`config.mk`:
```
export PLATFORM = sky130hd
export DESIGN_NAME = mme_cmd_queue
export DESIGN_NICKNAME = d
export VERILOG_FILES = /design/src/hw/rtl/mme_pkg.sv /design/src/hw/rtl/mme_cmd_queue.sv
export SDC_FILE = /design/constraint.sdc
export NUM_CORES = 1
export LEC_CHECK = 0
export BUFFER_PORTS_ARGS = -buffer_cell sky130_fd_sc_hd__buf_2
export CORE_UTILIZATION = 50
export CTS_BUF_LIST = sky130_fd_sc_hd__clkbuf_4 sky130_fd_sc_hd__clkbuf_8
export CTS_CLUSTER_DIAMETER = 50
export DETAILED_ROUTE_END_ITERATION = 16
export GPL_TIMING_DRIVEN = 0
export HOLD_SLACK_MARGIN = 0.05
export PLACE_DENSITY = 0.74
export SYNTH_ARGS = -nofsm -noshare
export SYNTH_HDL_FRONTEND = slang
export SYNTH_SLANG_ARGS = --single-unit
```
`constraint.sdc`:
```
create_clock -name clock -period 2.9 [get_ports clock]
set_input_delay 0.145 -clock clock [delete_from_list [all_inputs] [get_ports clock]]
set_output_delay 0.145 -clock clock [all_outputs]
set_load 0.005 [all_outputs]
```
`src/hw/rtl/mme_pkg.sv`:
```
// ----------------------------------------------------------------------------
// mme_pkg
// Shared types, constants and helpers of the matrix multiply engine.
// ----------------------------------------------------------------------------
package mme_pkg;

   localparam int MAX_DIM     = 8;
   localparam int FRAC_BITS   = 16;
   localparam int DATA_W      = 32;
   localparam int DIM_W       = 4;
   localparam int FIELD_IDX_W = 3;
   localparam int CMD_W       = 2;
   localparam int CSR_IDX_W   = 2;

   localparam int IDX_W  = (MAX_DIM > 1) ? $clog2(MAX_DIM) : 1;
   localparam int DEPTH  = MAX_DIM * MAX_DIM;
   localparam int ADDR_W = $clog2(DEPTH);
   // exact sum of up to MAX_DIM full products
   localparam int ACC_W  = 2 * DATA_W + $clog2(MAX_DIM);

   localparam int CQ_DEPTH = 4;
   localparam int CQ_PTR_W = $clog2(CQ_DEPTH);
   localparam int CQ_CNT_W = $clog2(CQ_DEPTH + 1);
   localparam int RQ_DEPTH = 8;
   localparam int RQ_PTR_W = $clog2(RQ_DEPTH);
   localparam int RQ_CNT_W = $clog2(RQ_DEPTH + 1);

   typedef enum logic [CMD_W-1:0] {
      CMD_WRITE_A  = 2'd0,
      CMD_WRITE_B  = 2'd1,
      CMD_MULTIPLY = 2'd2
   } cmd_type;

   localparam logic [CSR_IDX_W-1:0] REG_ROWS_A    = 2'd0;
   localparam logic [CSR_IDX_W-1:0] REG_INNER_DIM = 2'd1;
   localparam logic [CSR_IDX_W-1:0] REG_COLS_B    = 2'd2;

   typedef struct packed {
      logic [CMD_W-1:0]         command;
      logic [FIELD_IDX_W-1:0]   row;
      logic [FIELD_IDX_W-1:0]   col;
      logic signed [DATA_W-1:0] value;
   } req_item_type;

   typedef struct packed {
      logic [FIELD_IDX_W-1:0]   out_row;
      logic [FIELD_IDX_W-1:0]   out_col;
      logic signed [DATA_W-1:0] product;
      logic                     saturated;
      logic                     last;
   } rsp_item_type;

   typedef struct packed {
      cmd_type                  op;
      logic [ADDR_W-1:0]        addr;
      logic signed [DATA_W-1:0] value;
   } cq_entry_type;

   typedef struct packed {
      logic [DIM_W-1:0] rows;
      logic [DIM_W-1:0] inner;
      logic [DIM_W-1:0] cols;
   } dims_type;

   function automatic logic [DIM_W-1:0] clamp_dim(input logic [DIM_W-1:0] d);
      logic [DIM_W-1:0] res;
      res = d;
      if (d == '0) res = DIM_W'(1);
      else if (32'(d) > MAX_DIM) res = DIM_W'(MAX_DIM);
      return res;
   endfunction

   function automatic logic [ADDR_W-1:0] mem_addr(input logic [IDX_W-1:0] r,
                                                  input logic [IDX_W-1:0] c);
      return ADDR_W'(ADDR_W'(r) * ADDR_W'(MAX_DIM) + ADDR_W'(c));
   endfunction

endpackage

```
`src/hw/rtl/mme_cmd_queue.sv`:
```
// ----------------------------------------------------------------------------
// mme_cmd_queue
// Short queue of classified commands between front and back.
// ----------------------------------------------------------------------------
module mme_cmd_queue
   import mme_pkg::*;
(
   input  logic         clock,
   input  logic         reset,
   input  logic         wr_en,
   input  cq_entry_type wr_data,
   output logic         full,
   input  logic         rd_en,
   output cq_entry_type rd_data,
   output logic         empty
);

   cq_entry_type          entries_ff [CQ_DEPTH];
   logic [CQ_PTR_W-1:0]   wr_ptr_ff, wr_ptr_in;
   logic [CQ_PTR_W-1:0]   rd_ptr_ff, rd_ptr_in;
   logic [CQ_CNT_W-1:0]   count_ff, count_in;
   logic                  do_wr, do_rd;

   assign full    = (count_ff == CQ_CNT_W'(CQ_DEPTH));
   assign empty   = (count_ff == '0);
   assign do_wr   = wr_en && !full;
   assign do_rd   = rd_en && !empty;
   assign rd_data = entries_ff[rd_ptr_ff];

   always_comb begin
      wr_ptr_in = do_wr ? wr_ptr_ff + CQ_PTR_W'(1) : wr_ptr_ff;
      rd_ptr_in = do_rd ? rd_ptr_ff + CQ_PTR_W'(1) : rd_ptr_ff;
      count_in  = count_ff + CQ_CNT_W'(do_wr) - CQ_CNT_W'(do_rd);
   end

   always_ff @(posedge clock) begin
      if (reset) begin
         wr_ptr_ff <= '0;
         rd_ptr_ff <= '0;
         count_ff  <= '0;
      end else begin
         wr_ptr_ff <= wr_ptr_in;
         rd_ptr_ff <= rd_ptr_in;
         count_ff  <= count_in;
      end
   end

   always_ff @(posedge clock) begin
      if (do_wr) entries_ff[wr_ptr_ff] <= wr_data;
   end

endmodule

```
After elaboration in Yosys (flattened, before gate mapping)

Memories as Yosys holds them, arrays and structs flattened. A register that Yosys moved wholly into a read port is not among the register bits.
Index checks and enable logic that the tools add are counted.

Register bits after elaboration: 7
Memories kept: 1
Logic and storage cells: 18
Memory bits (writable): 160
Input port bits: 44
Output and inout port bits: 42

Memory list:

| memory     | words | width | rd ports | clocked after memory_dff | wr ports | RTL line            | source |
|---|---|---|---|---|---|---|---|
| entries_ff | 4     | 40    | 1        | 1                        | 1        | mme_cmd_queue.sv:18 | `cq_entry_type entries_ff [CQ_DEPTH];` |

Reduce and logical (&&, ||, !) cells: 5
Equality and inequality tests: 1
$add $sub $neg: 4
Multiplexer cells: 4

Operators by type and width:

| kind                                                           | count |
|---|---|
| 2-bit by 1-bit adder with 2-bit output (second input constant) | 2 |
| 2-bit two-way mux                                              | 2 |
| 3-bit by 1-bit adder with 3-bit output                         | 1 |
| 3-bit == test (second input constant)                          | 1 |
| 3-bit zero test                                                | 1 |
| 3-bit by 1-bit subtractor with 3-bit output                    | 1 |
| 1-bit logical AND                                              | 2 |
| 1-bit zero test                                                | 2 |
| 1-bit two-way mux                                              | 2 |

Longest topological paths before layout

Word-level depth: 5
Depth in mapped cells: 10
Depth with buffers taken out: 10

Worst setup path after synthesis

Ideal clock, no wire load.

Path kind: flip-flop to flip-flop
Start point: register count_ff[2]
End point: memory entries_ff[0][0] (netlist bit) (enable)
Cell stages (with the launch flop): 4
Required time: 2.499 ns
Setup slack: 0.734 ns
Library setup time: 0.401 ns
Data arrival time: 1.765 ns
Clock period less this slack: 2.166 ns
Path buffers: 0
Path through: dfxtp_1 > nor3b_2 > nor2_1 > and2_1

Word-level cells in the longest chain between the ends: 5

Ends and longest elaborated chain:

| item                                    | RTL line            | source |
|---|---|---|
| from (decl)                             | mme_cmd_queue.sv:21 | `logic [CQ_CNT_W-1:0] count_ff, count_in;` |
| from (signal assigned)                  | mme_cmd_queue.sv:44 | `count_ff <= count_in;` |
| 3-bit == test                           | mme_cmd_queue.sv:24 | `assign full = (count_ff == CQ_CNT_W'(CQ_DEPTH));` |
| via full                                | mme_cmd_queue.sv:12 | `output logic full,` |
| 1-bit zero test                         | mme_cmd_queue.sv:26 | `assign do_wr = wr_en && !full;` |
| 1-bit logical AND                       | mme_cmd_queue.sv:26 |  |
| 1-bit two-way mux                       | mme_cmd_queue.sv:49 | `if (do_wr) entries_ff[wr_ptr_ff] <= wr_data;` |
| 1-bit two-way mux (implied by the code) | mme_cmd_queue.sv:49 |  |
| to (decl)                               | mme_cmd_queue.sv:18 |  |

The timed path passes the listed nets, and every way through them passes these cells.

Worst setup path after layout

Start point: register count_ff[1]
End point: register count_ff[2]

Word-level cells in the longest chain between the ends: 5
Elaborated cells on any way between the ends: 8
Those cells by class: add/sub (2); eq/ne (1); reduce/logical (5)

Ends and longest elaborated chain:

| item                                            | RTL line            | source |
|---|---|---|
| 3-bit == test                                   | mme_cmd_queue.sv:24 |  |
| 1-bit zero test                                 | mme_cmd_queue.sv:26 |  |
| 1-bit logical AND                               | mme_cmd_queue.sv:26 |  |
| 3-bit by 1-bit adder with 3-bit output          | mme_cmd_queue.sv:33 | `count_in = count_ff + CQ_CNT_W'(do_wr) - CQ_CNT_W'(do_rd);` |
| 3-bit by 1-bit subtractor with 3-bit output (*) | mme_cmd_queue.sv:33 |  |

Every way passes the cells marked *; elsewhere a longest branch is shown, timed or not.
A chain may end at the register's enable or synchronous reset.

==> summary.txt <==
first-pass GRT wire length -> 16300 microns
worst path required time -> 3.23 ns
Slew @ Worst Pin -> 0.561 ns
initial drt markers -> 262
minimum clock period -> 2.32 ns
GPL Wtd Cong -> 0.696
CTS tree -> done
Clock transition at path regs -> 0.08 ns
Synth Cell Area -> 0.00630 sq mm
Final setup viols -> 0
Initial Utilization -> 51.8%
ANT cells -> 0
Residual DRC -> 0
final max-slew violation count -> 0
Synth cell types -> 24
Yosys warning total -> 0
routed wire length -> 10500 microns
Avg Cell Area, Syn -> 24.2 sq um
Setup CP Type -> reg2reg
Util after Layout -> 64.2%
Pwr per Cell Area -> 768 mW/mm^2
Routed Antenna Nets -> 0
H-tree Lvls -> 4
overall routing resource usage -> 17.7%
Die H -> 114 microns
Syn Inst Count -> 260
crit-path max FO -> 6
worst skew pair latency -> 0.44 ns
layout cells sized above 1 -> 40.2%
largest net degree at the start of global routing -> 29
# port buffers -> 84
GRT Residual Overflow -> 0
filler instances -> 862
Net count, final -> 461
Max-slew headroom -> 62.6%
initial antenna violation count -> 0
Peak VDD IR -> 0.399 mV
Final Hold Viols -> 0
Leak -> 2.69 nW
fmax -> 0.432 GHz
DR pass1 iterations -> 4
deepest clock path buffer count -> 2
Max Cap Viol -> 0
Post-CTS Setup Repair Bufs -> 0
cts bufs inserted -> 17
Synth Net Count -> 311
startpoint types -> flop
register area share after synthesis -> 79.1%
core area -> 0.0122 sq mm
number of global-route vias before repair -> 3160
outcome -> finished, final reports clean
CP Data Arrival Time -> 2.64 ns
post-DR vias/cell -> 5.22
Power, Total -> 5.99 mW
Die Outline Area -> 0.0130 sq mm
Fin Clk Skew -> 0.00695 ns
Chip Width -> 114 microns
period utilization -> 79.9%
synthesis-stage register bit count -> 169
Vias -> 3083
post-DP HPWL -> 6410 microns
routed len/inst -> 17.7 microns
IO Pins -> 86
# rows -> 40
RSZ-0062 raised after global routing -> false
worst hold-check path type -> in2reg
Syn-to-layout area delta -> 23.9%
Sink Count -> 169
critical path capture point type -> flop
CTS root buf -> clkbuf_8
[report_power, final]
part	internal [mW]	switching [mW]	total (mW)
clock	0.758	0.769	1.53
sequential	2.93	0.0760	3.01
combinational	0.824	0.633	1.46
[timing repair]
item | CTS | global route
hold buffers | 43 | 0
endpoints found under the hold margin | 166 | 0
gates resized for setup | 0 | 0
[logic make-up (layout without fill, tap and decap cells)]
kind of cell    count (synthesis)  after routing  share of synthesized area [%]
flops                         169            169                           79.1
mux                            41             41                           14.5
buf+inv                        18            181                           2.30
simple gates                   17             17                           1.65
fa+ha+maj                       7              7                           1.51
compound gates                  5              5                          0.516
xor+xnor                        3              3                          0.417
[worst paths after layout]
kind / startpoint / to / slack [ns] / depth (start not counted)
worst max-delay path: count_ff[1] / count_ff[2] / 0.58 / 10
worst min-delay path: rd_en / flop / 0.12 / 4
worst min register to register: rd_ptr_ff[1] / rd_ptr_ff[1] / 0.52 / 2
worst max register to register: count_ff[1] / count_ff[2] / 0.58 / 10
[cell type report]
cell class                      count  area [sq um]  area share, %
Timing Repair Buffer              131           931           11.9
Inverter                            8          30.0          0.385
Clock inverter                     13           110           1.41
Sequential cell                   169          4980           63.9
Clock buffer                       19           249           3.19
Tap cell                          168           210           2.69
Multi-Input combinational cell     73          1170           15.0
Buffer                             10           115           1.48
[metrics by stage]
step | std cells | hold WS, ns | setup TNS, ns | cell area [sq um] | worst slack (ns)
after floorplan | 260 | 0.244 | 0 | 6300 | 0.734
after global placement | 512 | 0.355 | -12.16 | 6930 | -0.0907
after detailed placement | 516 | 0.364 | 0 | 7010 | 0.603
after CTS | 591 | 0.0791 | 0 | 7800 | 0.567
after global routing | 591 | 0.136 | 0 | 7800 | 0.338
final | 591 | 0.121 | 0 | 7800 | 0.584
[synthesized netlist by cell type]
cell type	instances	area [sq um]
edfxtp_1	160	4800
mux4_2	40	901
dfxtp_1	9	180
inv_1	8	30.0
ha_1	6	75.1
and2_1	4	25.0
buf_12	4	80.1
buf_2	4	20.0
nor2_1	4	15.0
a21oi_1	2	10.0
nand2b_1	2	12.5
nor2b_1	2	12.5
o21ai_0	2	10.0
or3_1	2	12.5
xnor2_1	2	17.5
buf_6	1	11.3
clkbuf_1	1	3.75
fa_1	1	20.0
mux2i_1	1	10.0
nand2_1	1	3.75
nor3_2	1	10.0
nor3b_2	1	12.5
o31ai_2	1	12.5
xor2_1	1	8.76
[metal layers]
layer  track usage, %  wire length (microns)
met1             21.7                   4540
met2             29.2                   5240
met3             5.51                    503
met4             7.79                    167
met5                0                      0
[placed cells by master (no fill, tap or decap)]
cell           Yosys  layout
buf_12             4       8
bufinv_16          0       2
or3_1              2       2
xnor2_1            2       2
mux4_2            40      40
nor2_1             4       4
buf_2              4      88
mux2i_1            1       1
dlygate4sd3_1      0      43
clkbuf_1           1       1
buf_6              1       1
nor3_2             1       1
nor2b_1            2       2
o31ai_2            1       1
a21oi_1            2       2
nor3b_2            1       1
ha_1               6       6
clkinv_2           0       4
clkbuf_4           0       2
clkbuf_8           0      17
inv_1              8       8
xor2_1             1       1
o21ai_0            2       2
nand2_1            1       1
clkinvlp_4         0       1
fa_1               1       1
edfxtp_1         160     160
dfxtp_1            9       9
nand2b_1           2       2
clkinv_1           0       6
and2_2             0       4
[worst max-delay path: stages, from the launching register on]
cell	delay, ns
dfxtp_1	0.47
nor3b_2	0.11
nor2_1	0.28
inv_1	0.09
ha_1	0.29
inv_1	0.04
ha_1	0.18
fa_1	0.39
xnor2_1	0.18
xnor2_1	0.14
nor2_1	0.05
[state kept, by name (all words and copies together) (netlist names), named ones only]
| register | flops |
|---|---|
| entries_ff | 160 |
| count_ff | 3 |
| rd_ptr_ff | 2 |
| wr_ptr_ff | 2 |
Note: power is estimated with default switching activity, not from simulation.
