==> config.mk <==
export PLATFORM = sky130hd
export DESIGN_NAME = mme_rsp_queue
export DESIGN_NICKNAME = d
export VERILOG_FILES = /design/src/hw/rtl/mme_pkg.sv /design/src/hw/rtl/mme_rsp_queue.sv
export SDC_FILE = /design/constraint.sdc
export NUM_CORES = 1
export LEC_CHECK = 0
export BUFFER_PORTS_ARGS = -buffer_cell sky130_fd_sc_hd__buf_2
export CAP_MARGIN = 20
export CORE_ASPECT_RATIO = 1.4
export CORE_MARGIN = 4
export CORE_UTILIZATION = 64
export DETAILED_ROUTE_END_ITERATION = 7
export PLACE_DENSITY_LB_ADDON = 0.25
export SYNTH_ARGS = -nofsm -noshare
export SYNTH_HDL_FRONTEND = slang
export SYNTH_SLANG_ARGS = --single-unit
==> constraint.sdc <==
create_clock -name clock -period 5.53 [get_ports clock]
set_input_delay 0.553 -clock clock [delete_from_list [all_inputs] [get_ports clock]]
set_output_delay 0.553 -clock clock [all_outputs]
set_load 0.005 [all_outputs]
==> src/hw/rtl/mme_pkg.sv <==
// ----------------------------------------------------------------------------
// mme_pkg
// Shared types, constants and helpers of the matrix multiply engine.
// ----------------------------------------------------------------------------
package mme_pkg;

   localparam int MAX_DIM     = 8;
   localparam int FRAC_BITS   = 16;
   localparam int DATA_W      = 32;
   localparam int DIM_W       = 4;
   localparam int FIELD_IDX_W = 3;
   localparam int CMD_W       = 2;
   localparam int CSR_IDX_W   = 2;

   localparam int IDX_W  = (MAX_DIM > 1) ? $clog2(MAX_DIM) : 1;
   localparam int DEPTH  = MAX_DIM * MAX_DIM;
   localparam int ADDR_W = $clog2(DEPTH);
   // exact sum of up to MAX_DIM full products
   localparam int ACC_W  = 2 * DATA_W + $clog2(MAX_DIM);

   localparam int CQ_DEPTH = 4;
   localparam int CQ_PTR_W = $clog2(CQ_DEPTH);
   localparam int CQ_CNT_W = $clog2(CQ_DEPTH + 1);
   localparam int RQ_DEPTH = 8;
   localparam int RQ_PTR_W = $clog2(RQ_DEPTH);
   localparam int RQ_CNT_W = $clog2(RQ_DEPTH + 1);

   typedef enum logic [CMD_W-1:0] {
      CMD_WRITE_A  = 2'd0,
      CMD_WRITE_B  = 2'd1,
      CMD_MULTIPLY = 2'd2
   } cmd_type;

   localparam logic [CSR_IDX_W-1:0] REG_ROWS_A    = 2'd0;
   localparam logic [CSR_IDX_W-1:0] REG_INNER_DIM = 2'd1;
   localparam logic [CSR_IDX_W-1:0] REG_COLS_B    = 2'd2;

   typedef struct packed {
      logic [CMD_W-1:0]         command;
      logic [FIELD_IDX_W-1:0]   row;
      logic [FIELD_IDX_W-1:0]   col;
      logic signed [DATA_W-1:0] value;
   } req_item_type;

   typedef struct packed {
      logic [FIELD_IDX_W-1:0]   out_row;
      logic [FIELD_IDX_W-1:0]   out_col;
      logic signed [DATA_W-1:0] product;
      logic                     saturated;
      logic                     last;
   } rsp_item_type;

   typedef struct packed {
      cmd_type                  op;
      logic [ADDR_W-1:0]        addr;
      logic signed [DATA_W-1:0] value;
   } cq_entry_type;

   typedef struct packed {
      logic [DIM_W-1:0] rows;
      logic [DIM_W-1:0] inner;
      logic [DIM_W-1:0] cols;
   } dims_type;

   function automatic logic [DIM_W-1:0] clamp_dim(input logic [DIM_W-1:0] d);
      logic [DIM_W-1:0] res;
      res = d;
      if (d == '0) res = DIM_W'(1);
      else if (32'(d) > MAX_DIM) res = DIM_W'(MAX_DIM);
      return res;
   endfunction

   function automatic logic [ADDR_W-1:0] mem_addr(input logic [IDX_W-1:0] r,
                                                  input logic [IDX_W-1:0] c);
      return ADDR_W'(ADDR_W'(r) * ADDR_W'(MAX_DIM) + ADDR_W'(c));
   endfunction

endpackage

==> src/hw/rtl/mme_rsp_queue.sv <==
// ----------------------------------------------------------------------------
// mme_rsp_queue
// Result queue that holds finished product elements until they are taken.
// ----------------------------------------------------------------------------
module mme_rsp_queue
   import mme_pkg::*;
(
   input  logic                clock,
   input  logic                reset,
   input  logic                wr_en,
   input  rsp_item_type        wr_data,
   output logic [RQ_CNT_W-1:0] count,
   input  logic                rd_en,
   output rsp_item_type        rd_data,
   output logic                empty
);

   rsp_item_type          entries_ff [RQ_DEPTH];
   logic [RQ_PTR_W-1:0]   wr_ptr_ff, wr_ptr_in;
   logic [RQ_PTR_W-1:0]   rd_ptr_ff, rd_ptr_in;
   logic [RQ_CNT_W-1:0]   count_ff, count_in;
   logic                  do_rd;

   // the back end never pushes without a reserved slot
   assign count   = count_ff;
   assign empty   = (count_ff == '0);
   assign do_rd   = rd_en && !empty;
   assign rd_data = entries_ff[rd_ptr_ff];

   always_comb begin
      wr_ptr_in = wr_en ? wr_ptr_ff + RQ_PTR_W'(1) : wr_ptr_ff;
      rd_ptr_in = do_rd ? rd_ptr_ff + RQ_PTR_W'(1) : rd_ptr_ff;
      count_in  = count_ff + RQ_CNT_W'(wr_en) - RQ_CNT_W'(do_rd);
   end

   always_ff @(posedge clock) begin
      if (reset) begin
         wr_ptr_ff <= '0;
         rd_ptr_ff <= '0;
         count_ff  <= '0;
      end else begin
         wr_ptr_ff <= wr_ptr_in;
         rd_ptr_ff <= rd_ptr_in;
         count_ff  <= count_in;
      end
   end

   always_ff @(posedge clock) begin
      if (wr_en) entries_ff[wr_ptr_ff] <= wr_data;
   end

endmodule

== Word level (Yosys, flattened, before mapping) ==
Memory sizes are Yosys's and may differ from the RTL's. A register that Yosys moved wholly into a read port is not among the register bits.
Index checks and enable logic that the tools add are counted.
Word-level totals
  RAM bits: 320
  memories kept: 1
  bits in latches: 0
  ROM bits: 0
  flip-flop bits (word level): 10
  logic and storage cells: 15
  output and inout port bits: 45
  input bits: 44
Memories
  entries_ff: words 8, width 40, rd ports 1, clocked after Yosys merged registers in 1, wr ports 1, RTL line mme_rsp_queue.sv:18  | rsp_item_type entries_ff [RQ_DEPTH];
Cells by class
  add/sub/neg operators: 4
  eq/ne operators: 0
  shifts and indexed selects: 0
  div/mod/pow operators: 0
  mux-type cells: 4
  magnitude comparators: 0
  bitwise logic cells: 0
  reductions and logical operators: 3
  $mul: 0
Operators by type and width (count)
  $add 3x1->3 const B: 2
  $mux 3: 2
  $add 4x1->4: 1
  $logic_not 4->1: 1
  $sub 4x1->4: 1
  $mux 1: 2
  $logic_and 1x1->1: 1
  $logic_not 1->1: 1

== Logic depth before layout (Yosys ltp) ==
Gate-level depths: netlist of the first run.
  depth in word-level cells: 5
  depth in mapped cells: 9

== Least setup slack after synthesis of the first run ==
Ideal clock, no wire load.
  path kind: in2reg
  from: in wr_en
  to: mem entries_ff[0][0] (netlist bit) (enable)
  required time: 5.043 ns
  buffers on the path: 0
  stages on the path: 2
  path slack: 1.654 ns
  setup time: 0.487 ns
  arrival time: 3.389 ns
  cells stage by stage: nand2b_1 > nor3_1
On the way
  word-level cells in the longest chain between the ends: 2
Ends and longest elaborated chain
  start, declared: RTL line mme_rsp_queue.sv:10  | input logic wr_en,
  $mux 1: RTL line mme_rsp_queue.sv:49  | if (wr_en) entries_ff[wr_ptr_ff] <= wr_data;
  $mux 1 (implied by the code): RTL line mme_rsp_queue.sv:49
  end, declared: RTL line mme_rsp_queue.sv:18
No other way between the ends.

==> impl_metrics.csv, run 1 <==
group,metric,value,unit
route,viasPerCell,6.27,
global_route,grt_start_max_net_pins,81,
synthesis,synth_cells,535,
synthesis,synth_ff_type,"edfxtp_1",
setup_path,rr_startpoint,"count[2]$_SDFF_PP0_",
die,dieWidth,128,um
route,wl,23800,um
clock_tree,cts.repair.resized,0,
die,die_y,176,um
route,drt_iter0_drc,429,
synthesis,yosysUniqueCellTypes,23,
job,maxCapViolCount,0,
synthesis,synthArstFlopShare,0,%
route,drtAntennaViolNets,0,
die,start_util,65.0,%
setup_path,arrival,3080,ps
clock_tree,clkTransAtPathRegs,60,ps
setup_path,cp-start-kind,"flop",
timing,holdWs,277,ps
place,port_buffers,88,
timing,relSlewSlack,31.1,%
setup_path,path_cells,"buf_4 > mux4_1 > mux2_2 > buf_2",
pwr,p_clk_share,34.3,%
setup_path,slowest_delay,930,ps
layout,areaGrowthSynthToFinish,12.6,%
pwr,p_sw,1210,uW
synthesis,yosys.area.top_type,"edfxtp_1",
pwr,p_seq_share,53.8,%
die,rows,61,
die,io_pins,89,
setup_path,cp_max_fo,53,
timing,worst_slew_pin_slew,1030,ps
setup_path,reg2reg_slack,3130,ps
pwr,p_int,4230,uW
route,wl_per_cell,25.9,um
route,drtPass1Iterations,4,
pwr,p_total,5440,uW
setup_path,crit_slowest_cell,"dfxtp_4",
layout,seqCellArea,0.00988,mm2
synthesis,netlist_area,0.0130,mm2
timing,hold_violations,0,
global_route,gr-usage-all-layers,21.2,%
synthesis,synth_edf_count,320,
pwr,p_leak,0.00483,uW
timing,finalCriticalPeriod,3640,ps
outcome,status,"finished clean",
clock_tree,cts_root_buf,"clkbuf_16",
timing,finalSetupTns,0,ps
setup_path,end_kind,"output pin",
global_route,grt_pass1_wl,35800,um
clock_tree,cts_tree,"built",
timing,slew_viol_final,0,
global_route,antenna_found_initial,2,
clock_tree,cts_max_level,1,
setup_path,timing.rr.end,"count[2]$_SDFF_PP0_",
setup_path,cp_top_family,"multiplexers",
timing,fin_skew,6.60,ps
setup_path,cp-endpoint,"rd_data[20]",
synthesis,post-synth-top-count-cell,"edfxtp_1",
synthesis,syn_avg_cell_area,24.2,um2
die,dieArea,0.0226,mm2
place,gp_congestion,0.714,
pwr,power_density,373,mW/mm2
route,vias,5759,
clock_tree,cts.sinks,333,
setup_path,cp.depth,4,
clock_tree,postCtsHoldBufs,0,
pwr,power_frac_comb,11.9,%
timing,rsz0062_at_grt,"false",
setup_path,path_class,"reg -> out",
die,coreArea,0.0199,mm2
timing,setup_violations,0,
pwr,switching_share,22.2,%
synthesis,ys_ff_latch,333,
setup_path,path_buf_inv,2,
clock_tree,clockBufferDepth,3,
layout,multi_input_area,0.00296,mm2
global_route,grt_pass1_vias,6086,
clock_tree,clk-insertion-delay-late,540,ps
setup_path,required,4980,ps
synthesis,synth_common_cells,"edfxtp_1, mux4_1, mux2_2",
route,drc_errors,0,
layout,fin_nets,694,
pwr,irDropWorstVdd,337,uV
timing,post-route-period-util,65.8,%
setup_path,r2r_cells,9,
clock_tree,cts_setup_buffers,0,
global_route,grt_overflow,0,
layout,nFillCells,1097,
hold_path,worst_hold_path_type,"in -> reg",
clock_tree,cts_buffers,31,
synthesis,seq_area_frac_synth,76.2,%
timing,fmax,275,MHz
synthesis,synth_warnings,0,
synthesis,synth_area_leaders,"edfxtp_1, mux4_1, mux2_2",
synthesis,synth.top_cell.area_share,74.2,%
place,detailed_place_hpwl,12800,um
layout,layout-drive-gt1-share,28.4,%
synthesis,synth_nets,586,
-- cell families after synthesis --
kind of cell / Yosys count / synth area share, %
AND/OR/NAND/NOR: 31 / 1.17
adder cells (fa/ha/maj): 7 / 0.734
buffers and inverters: 28 / 1.33
flip-flops: 333 / 76.2
AO/OA/AOI/OAI: 10 / 0.415
XOR/XNOR: 3 / 0.203
multiplexers: 123 / 19.9
-- worst reg2reg max path: stages, from the launching register on --
cell     delay (ps)
dfxtp_1         310
inv_1            70
ha_1            140
nor3b_1         550
or3_1           260
o21ai_0         110
ha_1            230
fa_1            410
xnor2_1         170
nor2_1           60
-- placed cells by master, fill, tap and decap left out, types with 2 or more instances in the layout --
cell type  count
mux2_2        40
clkbuf_1       9
nand2b_1       6
clkbuf_16     31
clkinv_2       5
nor2_4         6
nor3_2         2
inv_1          5
dfxtp_1       10
edfxtp_1     320
xnor2_1        2
dfxtp_4        2
o21ai_0        3
a21oi_1        6
mux2i_1        3
nor2b_1        2
buf_4         10
or3_1          3
nor2_1         6
nand2_1        4
mux4_1        80
ha_1           6
buf_2         88
clkinv_1       8
-- stage by stage --
stage	worst slack, ps	cell area (um2)	std cells	utilization, %
finish	1890	14600	919	73.2
detailed placement	2400	13700	862	68.7
global route	1740	14600	919	73.2
global placement	2490	13700	862	68.7
CTS	1810	14600	918	73.2
floorplan	1650	13000	535	-
-- power groups by stage --
| stage | logic [uW] | registers, uW | clock network, uW |
|---|---|---|---|
| after floorplan | 469 | 2920 | 0 |
| after global placement | 629 | 2970 | 0 |
| after detailed placement | 654 | 2980 | 0 |
| after CTS | 661 | 2930 | 1900 |
| after global routing | 707 | 2930 | 2020 |
| final | 649 | 2920 | 1870 |
-- worst min-delay path by stage --
stage               cells after the start                           to                      start
floorplan                               2                         flop  rd_ptr_ff[1]$_SDFFE_PP0P_
global placement                        2                         flop  rd_ptr_ff[1]$_SDFFE_PP0P_
detailed placement                      2                         flop  rd_ptr_ff[2]$_SDFFE_PP0P_
CTS                                     1  entries_ff[2][17]$_DFFE_PP_                wr_data[17]
global route                            1  entries_ff[5][39]$_DFFE_PP_                wr_data[39]
finish                                  1  entries_ff[6][17]$_DFFE_PP_                wr_data[17]
-- sequential cells by signal, indices dropped and copies added, names as in the netlist, named ones only --
name / count
count: 4
entries_ff: 320
rd_ptr_ff: 3
wr_ptr_ff: 3
-- per-layer routing --
layer	wire, um	global-route usage, %
met1	9230	27.8
met3	1190	3.75
met2	12900	37.3
met5	12	0
met4	501	5.44
-- cell type report --
| class | instances | share of cell area (%) |
|---|---|---|
| antenna | 1 | 0.0172 |
| timing repair buffer | 98 | 3.53 |
| tap | 252 | 2.16 |
| inverter | 5 | 0.129 |
| clock inverter | 16 | 0.549 |
| clock buffer | 40 | 5.55 |
| multi-input combinational | 174 | 20.3 |
| sequential | 333 | 67.7 |
No activity file was read; power rests on OpenSTA's default activity.
==> inputs of run 2 (changes only) <==
- CORE_UTILIZATION: 64 -> 54
- clock period: 5.53 -> 3.1 ns (I/O delays scaled with it)
==> run 2 against run 1 <==
Compared with the run above: register-to-register slack got worse by 2400 ps; sequential power is 77% higher; critical path depth is the same; first-iteration DRC count shrank 11%; sequential cell count unchanged; total power rose by 83%; hold slack worse by 250 ps; setup slack got worse by 1600 ps; combinational power rose by 90%; utilization down 10 points; largest power group unchanged; highest routed layer unchanged.
==> impl_metrics.csv, run 2 (synthesis gave the netlist of run 1 again) <==
group,metric,value,unit
outcome,status,"finished clean",
global_route,gr-usage-all-layers,18.2,%
global_route,grt_overflow,0,
layout,nFillCells,1596,
route,wl,23800,um
pwr,p_sw,2170,uW
layout,fin_nets,697,
global_route,grt_start_max_net_pins,49,
clock_tree,cts_setup_buffers,0,
die,start_util,55.2,%
timing,finalSetupTns,0,ps
setup_path,required,2790,ps
timing,fmax,357,MHz
route,vias,5736,
clock_tree,cts_buffers,30,
place,gp_congestion,0.733,
global_route,grt_pass1_vias,6212,
setup_path,arrival,2500,ps
layout,layout-drive-gt1-share,29.1,%
route,viasPerCell,5.88,
job,maxCapViolCount,0,
timing,worst_slew_pin_slew,767,ps
global_route,grt_pass1_wl,36800,um
timing,relSlewSlack,48.9,%
clock_tree,cts_root_buf,"clkbuf_16",
layout,largest_register,"entries_ff",
hold_path,worst_hold_path_type,"in -> reg",
clock_tree,clockBufferDepth,3,
die,die_y,191,um
layout,areaGrowthSynthToFinish,14.5,%
pwr,p_leak,0.00489,uW
pwr,power_density,672,mW/mm2
route,drtAntennaViolNets,0,
clock_tree,clk-insertion-delay-late,540,ps
die,io_pins,89,
clock_tree,clkTransAtPathRegs,60,ps
layout,antenna-diode-count,0,
timing,slew_viol_final,0,
clock_tree,cts_tree,"built",
route,drt_iter0_drc,381,
clock_tree,cts.sinks,333,
pwr,irDropWorstVdd,435,uV
pwr,p_clk_share,35.7,%
pwr,p_seq_share,52.0,%
setup_path,cp-start-kind,"flop",
die,rows,66,
timing,worst_slack,295,ps
layout,instances_no_fill,976,
clock_tree,cts.repair.resized,0,
timing,post-route-period-util,90.5,%
pwr,switching_share,21.8,%
route,drc_errors,0,
setup_path,reg2reg_slack,720,ps
place,dp_slack,752,ps
die,dieArea,0.0266,mm2
layout,layout_commonest_cell,"edfxtp_1",
setup_path,path_class,"reg -> out",
setup_path,end_kind,"output pin",
setup_path,crit_slowest_cell,"mux4_1",
timing,rsz0062_at_grt,"false",
die,coreArea,0.0235,mm2
place,detailed_place_hpwl,12600,um
route,drtPass1Iterations,4,
timing,setup_violations,0,
clock_tree,cts_max_level,1,
layout,most-common-layout-cells,"edfxtp_1, buf_2, mux4_1",
global_route,antenna_found_initial,2,
place,port_buffers,88,
setup_path,path_cells,"buf_4 > mux4_1 > mux2_2 > buf_2",
timing,fin_skew,8.55,ps
die,dieWidth,139,um
pwr,power_frac_comb,12.3,%
setup_path,cp_max_fo,20,
route,wl_per_cell,24.4,um
timing,hold_violations,0,
layout,largest_reg_flops,320,
setup_path,slowest_delay,620,ps
clock_tree,postCtsHoldBufs,0,
timing,finalCriticalPeriod,2810,ps
place,dp.cells,920,
pwr,p_int,7790,uW
run 2: cell count changes in the layout (fill, tap and decap cells not counted), sizes merged, moves of 2 or more:
cell    change
clkinv      -5
bufinv      +2
clkbuf      +5
buf         +4
run 2: routing by layer:
metal / vias to the layer above / GRT usage [%] / part of all wire, %
li1: 2545 / - / -
met5: - / 0 / 0.10
met1: 2982 / 23.9 / 39
met2: 164 / 32.0 / 53
met3: 41 / 3.03 / 5.5
met4: 4 / 4.71 / 2.2
run 2: final timing paths:
kind                                           startpoint                          end  depth (start not counted)
worst min register to register  rd_ptr_ff[1]$_SDFFE_PP0P_                         flop                          2
worst max register to register        count[2]$_SDFF_PP0_          count[2]$_SDFF_PP0_                          9
worst min-delay path                          wr_data[34]  entries_ff[1][34]$_DFFE_PP_                          1
worst max-delay path                                 flop                  rd_data[32]                          4
run 2: per-stage QoR:
step | hold slack [ps] | utilization, % | power, uW | instance area (um2)
floorplan | 409 | - | 6050 | 13000
global placement | 484 | 59.2 | 6470 | 13900
detailed placement | 498 | 59.2 | 6520 | 13900
CTS | 1.07 | 63.2 | 10100 | 14800
global route | 12.0 | 63.2 | 10400 | 14800
finish | 24.5 | 63.2 | 9960 | 14800
run 2: final cells by class:
cell class	count	area, um2	area share (%)
clock buffer	45	848	5.72
tap	306	383	2.58
inverter	5	18.8	0.127
clock inverter	11	101	0.684
multi-input combinational	174	2980	20.1
sequential	333	9880	66.6
timing repair buffer	102	621	4.19
run 2: power groups by stage:
stage	combinational [uW]	sequential [uW]	clock (uW)
6_report	1230	5170	3560
3_5_place_dp	1250	5270	0
4_1_cts	1250	5180	3630
3_3_place_gp	1210	5260	0
2_1_floorplan	837	5210	0
5_1_grt	1340	5190	3850
run 2: critical path: cells and delay by family, from the launching register on:
| family | cells | cell delay [ps] |
|---|---|---|
| DFF | 1 | 500 |
| buffers and inverters | 2 | 510 |
| muxes | 2 | 930 |
==> inputs of run 3 (changes only) <==
- ABC_CLOCK_PERIOD_IN_PS: default -> 3100
- RECOVER_POWER: default -> 25
==> run 3 against run 2 <==
Compared with the run above: utilization down 0.15 points; sequential cell count unchanged; hold slack improved by 9.5 ps; highest routed layer unchanged.
==> impl_metrics.csv, run 3 (synthesis gave the netlist of run 1 again) <==
group,metric,value,unit
setup_path,reg2reg_slack,720,ps
clock_tree,cts_setup_buffers,0,
clock_tree,cts_max_level,1,
place,gp_congestion,0.733,
global_route,grt_pass1_vias,6212,
layout,instances_no_fill,976,
timing,hold_violations,0,
layout,largest_register,"entries_ff",
die,coreArea,0.0235,mm2
die,dieWidth,139,um
clock_tree,cts.repair.resized,0,
layout,largest_reg_flops,320,
route,drtPass1Iterations,4,
timing,relSlewSlack,49.7,%
route,vias,5758,
pwr,p_leak,0.00481,uW
setup_path,required,2790,ps
place,dp.cells,920,
pwr,power_frac_comb,12.3,%
hold_path,worstHoldPathCells,1,
timing,finalSetupTns,0,ps
route,wl_per_cell,24.4,um
setup_path,cp_max_fo,20,
die,start_util,55.2,%
place,detailed_place_hpwl,12600,um
clock_tree,cts_tree,"built",
timing,worst_slack,286,ps
pwr,p_total,9960,uW
global_route,gr-usage-all-layers,18.2,%
route,wl,23800,um
clock_tree,clk-insertion-delay-late,540,ps
job,maxCapViolCount,0,
timing,worst_slew_pin_slew,755,ps
route,drtAntennaViolNets,0,
route,drc_errors,0,
hold_path,worst_hold_path_type,"in -> reg",
timing,rsz0062_at_grt,"false",
pwr,p_sw,2170,uW
timing,setup_violations,0,
timing,fmax,355,MHz
setup_path,end_kind,"output pin",
global_route,grt_pass1_wl,36800,um
setup_path,arrival,2500,ps
layout,layout_commonest_cell,"edfxtp_1",
global_route,antenna_found_initial,1,
global_route,grt_overflow,0,
die,rows,66,
layout,antenna-diode-count,0,
pwr,irDropWorstVdd,436,uV
timing,fin_skew,7.51,ps
layout,most-common-layout-cells,"edfxtp_1, mux4_1, buf_2",
clock_tree,cts.sinks,333,
layout,layout-drive-gt1-share,24.8,%
setup_path,path_class,"reg -> out",
clock_tree,cts_buffers,30,
route,viasPerCell,5.90,
global_route,grt_start_max_net_pins,49,
setup_path,r2r_cells,9,
layout,final_util,63.1,%
die,die_y,191,um
pwr,power_density,673,mW/mm2
setup_path,cp-start-kind,"flop",
clock_tree,clockBufferDepth,3,
clock_tree,clkTransAtPathRegs,60,ps
place,dp_slack,752,ps
clock_tree,cts_root_buf,"clkbuf_16",
die,io_pins,89,
pwr,p_seq_share,52.0,%
layout,areaGrowthSynthToFinish,14.2,%
layout,fin_nets,697,
route,drt_iter0_drc,380,
timing,finalCriticalPeriod,2810,ps
pwr,switching_share,21.8,%
pwr,p_int,7780,uW
timing,slew_viol_final,0,
outcome,status,"finished clean",
timing,post-route-period-util,90.8,%
place,port_buffers,88,
clock_tree,postCtsHoldBufs,0,
pwr,p_clk_share,35.7,%
die,dieArea,0.0266,mm2
==> run 3: stage by stage <==
step / hold WS [ps] / area, um2
detailed placement: 498 / 13900
CTS: 1.07 / 14800
global placement: 484 / 13900
global route: 39.5 / 14800
floorplan: 409 / 13000
finish: 34.0 / 14800
==> run 3: power groups by stage <==
stage	Clock, uW	Sequential (uW)	Combinational, uW
6_report	3560	5180	1220
5_1_grt	3850	5190	1330
4_1_cts	3630	5180	1250
3_5_place_dp	0	5270	1250
3_3_place_gp	0	5260	1210
2_1_floorplan	0	5210	837
==> run 3: path summary, 6_finish.rpt <==
kind | from | to
min | wr_data[16] | entries_ff[5][16]$_DFFE_PP_
max reg2reg | count[2]$_SDFF_PP0_ | count[2]$_SDFF_PP0_
max | flop | rd_data[32]
min reg2reg | rd_ptr_ff[1]$_SDFFE_PP0P_ | flop
==> run 3: final cells by class <==
class / instances / area, um2
timing repair buffer: 102 / 584
clock inverter: 11 / 101
tap: 306 / 383
clock buffer: 45 / 848
fill: 1603 / 8660
multi-input combinational: 174 / 2980
inverter: 5 / 18.8
sequential: 333 / 9880
==> run 3: critical path, cell delays in order, from the launching register on <==
cell     delay, ps
dfxtp_4        500
buf_4          380
mux4_1         620
mux2_2         310
buf_2          130
==> run 3: routing by layer <==
layer / track usage (%) / vias to the layer above / part of all wire, %
met5: 0 / - / 0.046
met4: 4.71 / 2 / 2.2
met3: 3.03 / 38 / 5.3
met2: 32.0 / 156 / 53
met1: 23.9 / 3018 / 40
li1: - / 2544 / -
